==> src/hw/rtl/mwpm_pkg.sv <==
// Shared types and constants for the mecanum wheel PWM mixer.
// Holds the request and response payload structs, the product bundle and the CSR map.
// No dependencies.
package mwpm_pkg;

   localparam int SPEED_WIDTH    = 16;
   localparam int GAIN_WIDTH     = 18;
   localparam int MASK_WIDTH     = 4;
   localparam int WHEEL_COUNT    = 4;
   localparam int SPEED_FRAC     = 12;
   localparam int GAIN_FRAC      = 8;
   localparam int ROUND_SHIFT    = SPEED_FRAC + GAIN_FRAC;
   localparam int PROD_WIDTH     = SPEED_WIDTH + GAIN_WIDTH + 1;
   localparam int TERM_WIDTH     = PROD_WIDTH + 2;
   localparam int DUTY_WIDTH     = 11;
   localparam int OFF_WIDTH      = DUTY_WIDTH + 1;
   localparam int CSR_ADDR_WIDTH = 2;
   localparam int CSR_DATA_WIDTH = GAIN_WIDTH;

   localparam logic [CSR_ADDR_WIDTH-1:0] CSR_LINEAR_GAIN   = 2'd0;
   localparam logic [CSR_ADDR_WIDTH-1:0] CSR_ROTATION_GAIN = 2'd1;
   localparam logic [CSR_ADDR_WIDTH-1:0] CSR_INVERT_MASK   = 2'd2;

   localparam logic [GAIN_WIDTH-1:0] LINEAR_GAIN_RESET   = 18'd148475;
   localparam logic [GAIN_WIDTH-1:0] ROTATION_GAIN_RESET = 18'd74237;
   localparam logic [MASK_WIDTH-1:0] INVERT_MASK_RESET   = 4'd10;

   typedef struct packed {
      logic signed [SPEED_WIDTH-1:0] forward_speed;
      logic signed [SPEED_WIDTH-1:0] side_speed;
      logic signed [SPEED_WIDTH-1:0] turn_rate;
   } req_type;

   typedef struct packed {
      logic                  dir_one;
      logic                  dir_two;
      logic                  dir_three;
      logic                  dir_four;
      logic [DUTY_WIDTH-1:0] on_one;
      logic [DUTY_WIDTH-1:0] on_two;
      logic [DUTY_WIDTH-1:0] on_three;
      logic [DUTY_WIDTH-1:0] on_four;
      logic [OFF_WIDTH-1:0]  off_one;
      logic [OFF_WIDTH-1:0]  off_two;
      logic [OFF_WIDTH-1:0]  off_three;
      logic [OFF_WIDTH-1:0]  off_four;
   } rsp_type;

   typedef struct packed {
      logic signed [PROD_WIDTH-1:0] gx;
      logic signed [PROD_WIDTH-1:0] gy;
      logic signed [PROD_WIDTH-1:0] rz;
   } prod_type;

endpackage

==> src/hw/rtl/mwpm_product.sv <==
// Input register and gain multiplier stage of the mecanum wheel PWM mixer.
// Registers the command beat, then registers the three weighted speed products.
// Depends on mwpm_pkg.
module mwpm_product
   import mwpm_pkg::*;
(
   input  logic                  clock,
   input  logic                  reset,
   input  logic                  req_valid,
   output logic                  req_stall,
   input  req_type               req_data,
   input  logic [GAIN_WIDTH-1:0] linear_gain,
   input  logic [GAIN_WIDTH-1:0] rotation_gain,
   output logic                  prod_valid,
   input  logic                  prod_ready,
   output prod_type              prod_data
);

   logic     in_valid_ff, in_valid_in;
   req_type  in_data_ff;
   logic     prod_valid_ff, prod_valid_in;
   prod_type prod_data_ff, prod_data_in;
   logic     in_adv, prod_adv;
   logic signed [GAIN_WIDTH:0] lin_s, rot_s;

   assign prod_adv  = !prod_valid_ff || prod_ready;
   assign in_adv    = !in_valid_ff || prod_adv;
   assign req_stall = !in_adv;

   assign in_valid_in   = in_adv ? req_valid : in_valid_ff;
   assign prod_valid_in = prod_adv ? in_valid_ff : prod_valid_ff;

   assign lin_s = $signed({1'b0, linear_gain});
   assign rot_s = $signed({1'b0, rotation_gain});

   always_comb begin
      prod_data_in.gx = in_data_ff.forward_speed * lin_s;
      prod_data_in.gy = in_data_ff.side_speed * lin_s;
      prod_data_in.rz = in_data_ff.turn_rate * rot_s;
   end

   always_ff @(posedge clock) begin
      if (reset) begin
         in_valid_ff   <= 1'b0;
         prod_valid_ff <= 1'b0;
      end else begin
         in_valid_ff   <= in_valid_in;
         prod_valid_ff <= prod_valid_in;
      end
   end

   always_ff @(posedge clock) begin
      if (in_adv && req_valid) begin
         in_data_ff <= req_data;
      end
      if (prod_adv && in_valid_ff) begin
         prod_data_ff <= prod_data_in;
      end
   end

   assign prod_valid = prod_valid_ff;
   assign prod_data  = prod_data_ff;

endmodule

==> config.mk <==
export PLATFORM = sky130hd
export DESIGN_NAME = mwpm_product
export DESIGN_NICKNAME = d
export VERILOG_FILES = /design/src/hw/rtl/mwpm_pkg.sv /design/src/hw/rtl/mwpm_product.sv
export SDC_FILE = /design/constraint.sdc
export NUM_CORES = 2
export LEC_CHECK = 0
export BUFFER_PORTS_ARGS = -buffer_cell sky130_fd_sc_hd__buf_2
export CORE_MARGIN = 1.5
export CORE_UTILIZATION = 30
export CTS_BUF_LIST = sky130_fd_sc_hd__clkbuf_2 sky130_fd_sc_hd__clkbuf_4 sky130_fd_sc_hd__clkbuf_8
export DETAILED_ROUTE_END_ITERATION = 10
export PLACE_DENSITY = 0.42
export SLEW_MARGIN = 20
export SYNTH_ARGS = -nofsm -noshare
export SYNTH_HDL_FRONTEND = slang
export SYNTH_SLANG_ARGS = --single-unit
==> constraint.sdc <==
create_clock -name clock -period 16.7 [get_ports clock]
set_input_delay 1.67 -clock clock [delete_from_list [all_inputs] [get_ports clock]]
set_output_delay 1.67 -clock clock [all_outputs]
set_load 0.03 [all_outputs]
==> flow_metrics.py <==
metrics = {
    "outcome": {
        "status": "completed",
    },
    "layout": {
        "final_cell_mix": "818 x inv_1, 666 x fa_1, 455 x nand2_1",
        "final_common_cell": "inv_1",
        "layout.area.seq_um2": 4634,
        "drive_gt1_share_pct": 6.965,
        "multi_input_area_um2": 25820,
        "synthToLayoutAreaGrowth_pct": 8.368,
        "num-fill-cells": 11880,
        "final_net_count": 4766,
    },
    "drt": {
        "vias": 23380,
        "wl_per_cell_um": 17.57,
        "wl_mm": 90.66,
        "avgViaCountPerCell": 4.532,
        "drc_errors": 0,
        "drt_iter0_drc": 948,
        "ant_nets": 0,
        "dr.pass1.iters": 5,
    },
    "worst_setup_path": {
        "timing_worst_setup_path_type": "input pin to register",
        "max_stage_delay_ps": 590,
        "crit_chain": "buf_2 > nand2_1 > fa_1 > inv_1 > fa_1 > inv_1 > fa_1 > inv_1 > fa_1 > fa_1 > inv_1 > fa_1 > inv_1 > ha_1 > and3_1 > nor4b_1 > o211ai_1 > o211ai_1 > a31oi_1 > o21ai_0 > nand2b_1 > a21oi_1 > xnor2_1",
        "slowest_stage": "buf_2",
        "crit_path_end_kind": "register",
        "crit_buf_inv": 6,
        "worstPathArrival_ps": 8030,
        "cp.required_ps": 17080,
        "crit_fanout": 32,
        "critical-path-top-delay-family": "adder cells",
        "crit_top_cell": "fa_1",
        "start_kind": "input pin",
    },
    "place": {
        "io_buffers": 194,
        "dp_hpwl_mm": 71.61,
        "gp_congestion": 0.7836,
    },
    "floorplanning": {
        "ios": 195,
        "rows": 123,
        "dieHeight_um": 339.8,
        "core_um2": 112500,
        "die_w_um": 339.8,
        "dieArea_um2": 115500,
        "start_util_pct": 30.25,
    },
    "timing": {
        "finalSetupViolations": 0,
        "hold_ws_ps": 503.9,
        "period_minus_slack_ps": 7646,
        "slew_violations": 0,
        "worst_slew_pin_slew_ps": 915.2,
        "rsz0062_at_grt": "false",
        "skew_ps": 29.41,
        "fin_tns_setup_ps": 0,
        "timing.final.crit_share_pct": 45.78,
        "finalHoldViolCount": 0,
        "slew_headroom_pct": 38.99,
        "fmaxAchievable_mhz": 130.8,
    },
    "hold_path": {
        "hold_path.class": "register to register",
    },
    "global_routing": {
        "grt_use_met2_pct": 28.20,
        "grt_first_pass_wirelength_mm": 147.4,
        "grt_pass1_vias": 25810,
        "grt_max_degree": 49,
        "grt_overflow": 0,
        "gr-max-usage-layer": "met2",
        "antenna_found_initial": 18,
        "grt_usage_pct": 16.60,
        "grt.met3_usage_pct": 2.778,
        "use_met1_pct": 21.98,
    },
    "synth": {
        "async_flop_share_pct": 0,
        "synthCells": 3551,
        "synthFlopType": "edfxtp_1",
        "synth_seq_cells": 155,
        "syn_avg_cell_area_um2": 9.584,
        "synth_edf_count": 153,
        "ys_warn_count": 0,
        "syn_area_um2": 34030,
        "ys_seq_area_share_pct": 13.62,
        "synth_cell_type_count": 60,
        "synth_nets": 4683,
    },
    "cts": {
        "cts_tree": "yes",
        "cts_made_buffers": 17,
        "cts_root_buf": "clkbuf_8",
        "cts_resized": 0,
        "cts_buffer_depth": 2,
        "path_clk_slew_ps": 110,
        "htreeDepth": 4,
        "cts_hold_buf": 0,
        "clock_latency_ps": 630,
        "postCtsSetupBuffers": 0,
        "clock_sinks": 155,
    },
    "flow_run": {
        "cap_violations": 0,
    },
}
-- final timing paths --
path	cells after the start	end	slack, ps	start
hold / removal	2	prod_valid$_SDFFE_PP0P_	500	in_valid_ff$_SDFFE_PP0N_
hold reg to reg	2	prod_valid$_SDFFE_PP0P_	500	in_valid_ff$_SDFFE_PP0N_
setup reg to reg	21	prod_data[101]$_DFFE_PP_	9750	in_data_ff[40]$_DFFE_PP_
setup / recovery	23	prod_data[69]$_DFFE_PP_	9050	linear_gain[7]
-- synthesized netlist by cell type (8+ instances only) --
master	instances	area share (%)
a211oi_1	8	0.18
a21o_1	49	1.1
a21oi_1	82	1.2
a31oi_1	11	0.20
and2_1	411	7.6
and3_1	8	0.15
clkbuf_1	135	1.5
edfxtp_1	153	14
fa_1	666	39
ha_1	378	14
inv_1	818	9.0
nand2_1	455	5.0
nand2b_1	37	0.68
nand3_1	19	0.28
nand4_1	9	0.17
nor2_1	75	0.83
nor2b_1	13	0.24
nor3_1	8	0.12
o21ai_0	42	0.62
o21bai_1	11	0.24
xnor2_1	65	1.7
xor2_1	28	0.72
-- worst register-to-register path, cell delays in order (launching register included) --
cell and delay [ps]:
edfxtp_1 950, nand2_1 210, fa_1 550, inv_1 60
fa_1 490, inv_1 60, fa_1 540, inv_1 50
fa_1 440, fa_1 490, inv_1 50, fa_1 470
inv_1 40, ha_1 360, and2_1 190, a221o_1 360
a31oi_1 310, o21ai_0 320, a31oi_1 360, o21ai_0 130
a21oi_1 200, xnor2_1 80
-- stage by stage --
step | instances | area, µm² | setup slack (ps) | util, %
finish | 5159 | 36880 | 9054 | 32.78
global route | 5148 | 36850 | 8650 | 32.76
CTS | 5147 | 36850 | 9126 | 32.76
detailed placement | 5115 | 36430 | 8377 | 32.38
global placement | 5115 | 36430 | 8461 | 32.38
floorplan | 3551 | 34030 | 9372 | -
-- sequential cells by signal, indices dropped and copies added, names as in the netlist --
register	count
prod_valid	1
prod_data	105
in_valid_ff	1
in_data_ff	48
-- logic make-up after synthesis --
kind of cell / count (synthesis) / synth area share [%]
XOR/XNOR: 93 / 2.393
AND/OR/NAND/NOR: 1045 / 15.25
buffers and inverters: 955 / 10.55
multiplexers: 2 / 0.05883
adder cells (fa/ha/maj): 1044 / 53.08
AO/OA/AOI/OAI: 257 / 5.059
flip-flops: 155 / 13.62
-- layer usage --
metal | wire length, µm | vias up
li1 | - | 10860
met1 | 40120 | 12100
met2 | 44610 | 348
met3 | 4472 | 69
met4 | 1390 | 12
met5 | 64 | -
-- final cells by class --
| cell class | instances | area share [%] |
|---|---|---|
| Timing Repair Buffer | 201 | 2.775 |
| Inverter | 818 | 8.326 |
| Sequential cell | 155 | 12.57 |
| Antenna cell | 12 | 0.08142 |
| Tap cell | 1500 | 5.089 |
| Clock buffer | 17 | 0.6344 |
| Multi-Input combinational cell | 2441 | 70.02 |
| Clock inverter | 15 | 0.5089 |
Power is left out: the tool's default activity adds up to more than one toggle a clock period on the data nets, which glitch-free logic cannot reach.
