`src/hw/rtl/mwpm_pkg.sv`:
```
// Shared types and constants for the mecanum wheel PWM mixer.
// Holds the request and response payload structs, the product bundle and the CSR map.
// No dependencies.
package mwpm_pkg;

   localparam int SPEED_WIDTH    = 16;
   localparam int GAIN_WIDTH     = 18;
   localparam int MASK_WIDTH     = 4;
   localparam int WHEEL_COUNT    = 4;
   localparam int SPEED_FRAC     = 12;
   localparam int GAIN_FRAC      = 8;
   localparam int ROUND_SHIFT    = SPEED_FRAC + GAIN_FRAC;
   localparam int PROD_WIDTH     = SPEED_WIDTH + GAIN_WIDTH + 1;
   localparam int TERM_WIDTH     = PROD_WIDTH + 2;
   localparam int DUTY_WIDTH     = 11;
   localparam int OFF_WIDTH      = DUTY_WIDTH + 1;
   localparam int CSR_ADDR_WIDTH = 2;
   localparam int CSR_DATA_WIDTH = GAIN_WIDTH;

   localparam logic [CSR_ADDR_WIDTH-1:0] CSR_LINEAR_GAIN   = 2'd0;
   localparam logic [CSR_ADDR_WIDTH-1:0] CSR_ROTATION_GAIN = 2'd1;
   localparam logic [CSR_ADDR_WIDTH-1:0] CSR_INVERT_MASK   = 2'd2;

   localparam logic [GAIN_WIDTH-1:0] LINEAR_GAIN_RESET   = 18'd148475;
   localparam logic [GAIN_WIDTH-1:0] ROTATION_GAIN_RESET = 18'd74237;
   localparam logic [MASK_WIDTH-1:0] INVERT_MASK_RESET   = 4'd10;

   typedef struct packed {
      logic signed [SPEED_WIDTH-1:0] forward_speed;
      logic signed [SPEED_WIDTH-1:0] side_speed;
      logic signed [SPEED_WIDTH-1:0] turn_rate;
   } req_type;

   typedef struct packed {
      logic                  dir_one;
      logic                  dir_two;
      logic                  dir_three;
      logic                  dir_four;
      logic [DUTY_WIDTH-1:0] on_one;
      logic [DUTY_WIDTH-1:0] on_two;
      logic [DUTY_WIDTH-1:0] on_three;
      logic [DUTY_WIDTH-1:0] on_four;
      logic [OFF_WIDTH-1:0]  off_one;
      logic [OFF_WIDTH-1:0]  off_two;
      logic [OFF_WIDTH-1:0]  off_three;
      logic [OFF_WIDTH-1:0]  off_four;
   } rsp_type;

   typedef struct packed {
      logic signed [PROD_WIDTH-1:0] gx;
      logic signed [PROD_WIDTH-1:0] gy;
      logic signed [PROD_WIDTH-1:0] rz;
   } prod_type;

endpackage

```
`src/hw/rtl/mwpm_wheel.sv`:
```
// Wheel mixing and output register stage of the mecanum wheel PWM mixer.
// Forms the four wheel terms, rounds and saturates the duty, and registers the response beat.
// Depends on mwpm_pkg.
module mwpm_wheel
   import mwpm_pkg::*;
(
   input  logic                  clock,
   input  logic                  reset,
   input  logic                  prod_valid,
   output logic                  prod_ready,
   input  prod_type              prod_data,
   input  logic [MASK_WIDTH-1:0] invert_mask,
   output logic                  rsp_valid,
   input  logic                  rsp_stall,
   output rsp_type               rsp_data
);

   localparam int QUOT_WIDTH = TERM_WIDTH - ROUND_SHIFT + 1;

   typedef struct packed {
      logic                  dir;
      logic [DUTY_WIDTH-1:0] on;
      logic [OFF_WIDTH-1:0]  off;
   } wheel_type;

   function automatic wheel_type drive(input logic signed [TERM_WIDTH-1:0] term,
                                       input logic inv);
      logic [TERM_WIDTH-1:0] mag;
      logic [TERM_WIDTH:0]   rnd;
      logic [QUOT_WIDTH-1:0] quot;
      logic [DUTY_WIDTH-1:0] duty;
      wheel_type             w;
      mag  = term[TERM_WIDTH-1] ? $unsigned(-term) : $unsigned(term);
      rnd  = {1'b0, mag} + ((TERM_WIDTH + 1)'(1) << (ROUND_SHIFT - 1));
      quot = rnd[TERM_WIDTH:ROUND_SHIFT];
      duty = (|quot[QUOT_WIDTH-1:DUTY_WIDTH]) ? {DUTY_WIDTH{1'b1}} : quot[DUTY_WIDTH-1:0];
      w.dir = ~term[TERM_WIDTH-1] ^ inv;
      w.on  = ~duty;
      w.off = {1'b1, duty};
      return w;
   endfunction

   logic                         rsp_valid_ff, rsp_valid_in;
   rsp_type                      rsp_data_ff, rsp_data_in;
   logic                         out_adv;
   logic signed [TERM_WIDTH-1:0] gx, gy, rz;
   wheel_type                    w1, w2, w3, w4;

   assign out_adv      = !rsp_valid_ff || !rsp_stall;
   assign prod_ready   = out_adv;
   assign rsp_valid_in = out_adv ? prod_valid : rsp_valid_ff;

   assign gx = TERM_WIDTH'(prod_data.gx);
   assign gy = TERM_WIDTH'(prod_data.gy);
   assign rz = TERM_WIDTH'(prod_data.rz);

   always_comb begin
      w1 = drive(gx - gy + rz, invert_mask[0]);
      w2 = drive(gx + gy - rz, invert_mask[1]);
      w3 = drive(gx + gy + rz, invert_mask[2]);
      w4 = drive(gx - gy - rz, invert_mask[3]);
      rsp_data_in.dir_one   = w1.dir;
      rsp_data_in.dir_two   = w2.dir;
      rsp_data_in.dir_three = w3.dir;
      rsp_data_in.dir_four  = w4.dir;
      rsp_data_in.on_one    = w1.on;
      rsp_data_in.on_two    = w2.on;
      rsp_data_in.on_three  = w3.on;
      rsp_data_in.on_four   = w4.on;
      rsp_data_in.off_one   = w1.off;
      rsp_data_in.off_two   = w2.off;
      rsp_data_in.off_three = w3.off;
      rsp_data_in.off_four  = w4.off;
   end

   always_ff @(posedge clock) begin
      if (reset) begin
         rsp_valid_ff <= 1'b0;
      end else begin
         rsp_valid_ff <= rsp_valid_in;
      end
   end

   always_ff @(posedge clock) begin
      if (out_adv && prod_valid) begin
         rsp_data_ff <= rsp_data_in;
      end
   end

   assign rsp_valid = rsp_valid_ff;
   assign rsp_data  = rsp_data_ff;

endmodule

```
`config.mk`:
```
export PLATFORM = sky130hd
export DESIGN_NAME = mwpm_wheel
export DESIGN_NICKNAME = d
export VERILOG_FILES = /design/src/hw/rtl/mwpm_pkg.sv /design/src/hw/rtl/mwpm_wheel.sv
export SDC_FILE = /design/constraint.sdc
export NUM_CORES = 1
export LEC_CHECK = 0
export BUFFER_PORTS_ARGS = -buffer_cell sky130_fd_sc_hd__buf_2
export CAP_MARGIN = 5
export CORE_UTILIZATION = 35
export CTS_CLUSTER_DIAMETER = 40
export DETAILED_ROUTE_END_ITERATION = 12
export PLACE_DENSITY_LB_ADDON = 0.12
export REMOVE_ABC_BUFFERS = 1
export SYNTH_ARGS = -nofsm -noshare
export SYNTH_HDL_FRONTEND = slang
export SYNTH_SLANG_ARGS = --single-unit
```
`constraint.sdc`:
```
create_clock -name clock -period 22.2 [get_ports clock]
set_input_delay 1.11 -clock clock [delete_from_list [all_inputs] [get_ports clock]]
set_output_delay 1.11 -clock clock [all_outputs]
set_load 0.03 [all_outputs]
```
==> out/results.ini <==
[status]
status = complete, no violations

[floorplan]
fp-row-count = 86
io_pins = 211
core_area_um2 = 55500
die_area_um2 = 57500
die_w_um = 240
initial_core_util = 0.357
die_h_um = 240

[grt]
grt_use_met3 = 0.0263
grtUsageMet1 = 0.340
gr-usage-met2 = 0.387
grt_remaining_overflow = 0
top_usage_layer = met2
grt.total_usage = 0.240
antenna_found_initial = 8
grt_pass1_wl_mm = 109
grt_pass1_vias = 19200
grt_max_degree = 93

[finish]
finalInstanceArea_um2 = 21600
fin_nets = 3121
final_cell_mix = 242 x a21oi_1, 218 x ha_1, 208 x nor2_1, 206 x buf_2, 199 x nand2_1
post-route-util = 0.389
final_cell_count_no_fill = 3540
synthToLayoutAreaGrowth_pct = 9.13
layout-drive-gt1-share = 0.107
mostFrequentLayoutCell = a21oi_1

[cts]
clock_sink_count = 93
insertion_delay_ps = 380
cts_tree = built
post-cts-setup-buffers = 0
cts_buffer_depth = 2
numCtsBuffers = 9
postCtsResizedCells = 0
cts.reportedPaths.clkPinSlew_ps = 70
root_buffer = clkbuf_16
ctsHoldBuffers = 0
cts_max_level = 3

[setup_path]
worst-setup-path-type = primary input to flip-flop
path_buf_inv = 2
cp.depth = 30
startpoint_type = primary input
reg2reg_setup_slack_ps = 20350
cpPeakStageDelay_ps = 820
path_max_fanout = 22
path_delay_family = compound AO/OA/AOI/OAI gates
r2r-end = rsp_data[62]$_DFFE_PP_
cpMostUsedCell = a21oi_1
startpoint = prod_data[36]
r2r_cells = 3
critPathCaptureType = flip-flop
crit_arrival_ps = 9670
crit_slowest_cell = nor4_4
regToRegStartpoint = rsp_valid$_SDFFE_PP0N_
crit_end = rsp_data[16]$_DFFE_PP_
critPathRequiredTime_ps = 22290

[sta]
hold_violations = 0
tightest_slew_ps = 1180
fin_tns_setup_ps = 0
finalSetupViolations = 0
slew_headroom = 0.211
post-route-period-util = 0.432
max_freq_mhz = 104
drv_slew = 0
hold_slack_ps = 528
period_needed_ps = 9580
rsz0062_at_grt = no
skew_ps = 7.99

[power]
ir_worst_vdd_uv = 38.6
cellPowerDensity_nw_per_um2 = 91.2
leakage_uw = 0.00863

[route]
avgRoutedWirePerCell_um = 19.9
vias_per_cell = 5.79
finalWirelength_mm = 70.5
vias = 20500
ant_nets = 0
drc = 0
first_iter_violations = 1553
dr.pass1.iters = 5

[synthesis]
yosys.area_share.simple = 0.255
synth_compound_area_frac = 0.281
seq_area_frac_synth = 0.141
ys_async_sr_fraction = 0
synth_cells = 2678
synth-adder-area-share = 0.144
muxShareOfSynthArea = 0.0118
yosys_warnings = 0
synth_enable_flop_cells = 92
synth_top_family_by_area = compound AO/OA/AOI/OAI gates
synth_seq_cells = 93
synth_cell_types = 104
synth_xor_area_frac = 0.104
synthesis.area_um2 = 19800
synth_ff_type = edfxtp_1
postSynthAreaPerCell_um2 = 7.39

[run]
max_cap_viol_count = 0

[place]
post-place-cells = 3521
placed_area_um2 = 21300
hpwl_mm = 58.9
io_buffers = 206
routabilityCongestion = 0.921

[worst_hold_path]
hp-class = flip-flop to flip-flop

==> through the flow <==
stage	worst slack [ps]	power [uW]
after floorplan	13530	1390
after global placement	12610	1780
after detailed placement	12400	1790
after CTS	12770	1960
after global routing	11900	2140
final	12620	1970
==> how the worst min path moves through the flow <==
stage / start / cells after the start / slack (ps) / to
floorplan: rsp_valid$_SDFFE_PP0N_ / 2 / 640 / rsp_valid$_SDFFE_PP0N_
global placement: rsp_valid$_SDFFE_PP0N_ / 2 / 490 / rsp_valid$_SDFFE_PP0N_
detailed placement: rsp_valid$_SDFFE_PP0N_ / 2 / 510 / rsp_valid$_SDFFE_PP0N_
CTS: rsp_valid$_SDFFE_PP0N_ / 2 / 530 / rsp_valid$_SDFFE_PP0N_
global route: rsp_valid$_SDFFE_PP0N_ / 2 / 590 / rsp_valid$_SDFFE_PP0N_
finish: rsp_valid$_SDFFE_PP0N_ / 2 / 530 / rsp_valid$_SDFFE_PP0N_
==> power breakdown <==
group	total (uW)	internal [uW]	leakage [uW]	switching [uW]
Sequential	222	218	0.000824	3.95
Combinational	1580	568	0.00766	1010
Clock	166	89.2	0.000150	76.8
Total	1970	875	0.00863	1100
==> Yosys cell counts (11+ instances only) <==
library cell / count / share of area
edfxtp_1: 92 / 0.14
a211o_1: 17 / 0.0075
or3_1: 32 / 0.010
clkbuf_1: 91 / 0.017
nor3_1: 79 / 0.020
xnor2_1: 195 / 0.086
o21a_1: 20 / 0.0076
nor2b_1: 50 / 0.016
a21o_1: 46 / 0.017
o21bai_1: 54 / 0.020
nand3_1: 69 / 0.017
o31ai_1: 29 / 0.011
ha_1: 218 / 0.14
xor2_1: 40 / 0.018
o21ai_0: 143 / 0.036
or4_1: 18 / 0.0068
o211ai_1: 36 / 0.014
buf_2: 12 / 0.0030
nor4_1: 42 / 0.013
a211oi_1: 24 / 0.0091
inv_1: 188 / 0.036
a31oi_1: 27 / 0.0085
and2_1: 55 / 0.017
a21oi_1: 242 / 0.061
and3_1: 30 / 0.0095
o2111ai_1: 16 / 0.0071
o221ai_1: 11 / 0.0049
nand2_1: 199 / 0.038
a311oi_1: 13 / 0.0058
or2_2: 19 / 0.0060
nor2_1: 208 / 0.039
nand2b_1: 55 / 0.017
nand4_1: 36 / 0.011
mux2i_1: 15 / 0.0076
==> layer usage <==
layer  up-vias  wire length [um]
li1      10000                 -
met4         8              1320
met1      9765             33700
met5         -                54
met3        61              3980
met2       644             31500
==> state kept, by name, summed over array words and instances (netlist names) <==
name and count:
rsp_data 92, rsp_valid 1
==> layout make-up <==
| class | count | area [um^2] |
|---|---|---|
| Clock inverter | 7 | 80.1 |
| Inverter | 191 | 717 |
| Antenna cell | 3 | 7.51 |
| Sequential cell | 93 | 2780 |
| Multi-Input combinational cell | 2277 | 15800 |
| Timing Repair Buffer | 212 | 1080 |
| Clock buffer | 9 | 225 |
| Tap cell | 748 | 936 |
| Fill cell | 5929 | 33900 |
==> worst register-to-register path, delay by kind of cell (launching register included) <==
| kind | cells | cell delay [ps] |
|---|---|---|
| buffers and inverters | 1 | 860 |
| flip-flops | 1 | 320 |
| AND/OR/NAND/NOR | 2 | 200 |
==> logic make-up (layout without fill, tap and decap cells) <==
family	after synthesis	after routing
and+or+nand+nor	961	961
AOI/OAI and AO/OA	830	830
buffers and inverters	311	419
xor gates and xnor gates	235	235
adders and majority gates	225	225
DFF	93	93
muxes	22	22
other	1	7
Power figures use the tool's default switching activity.
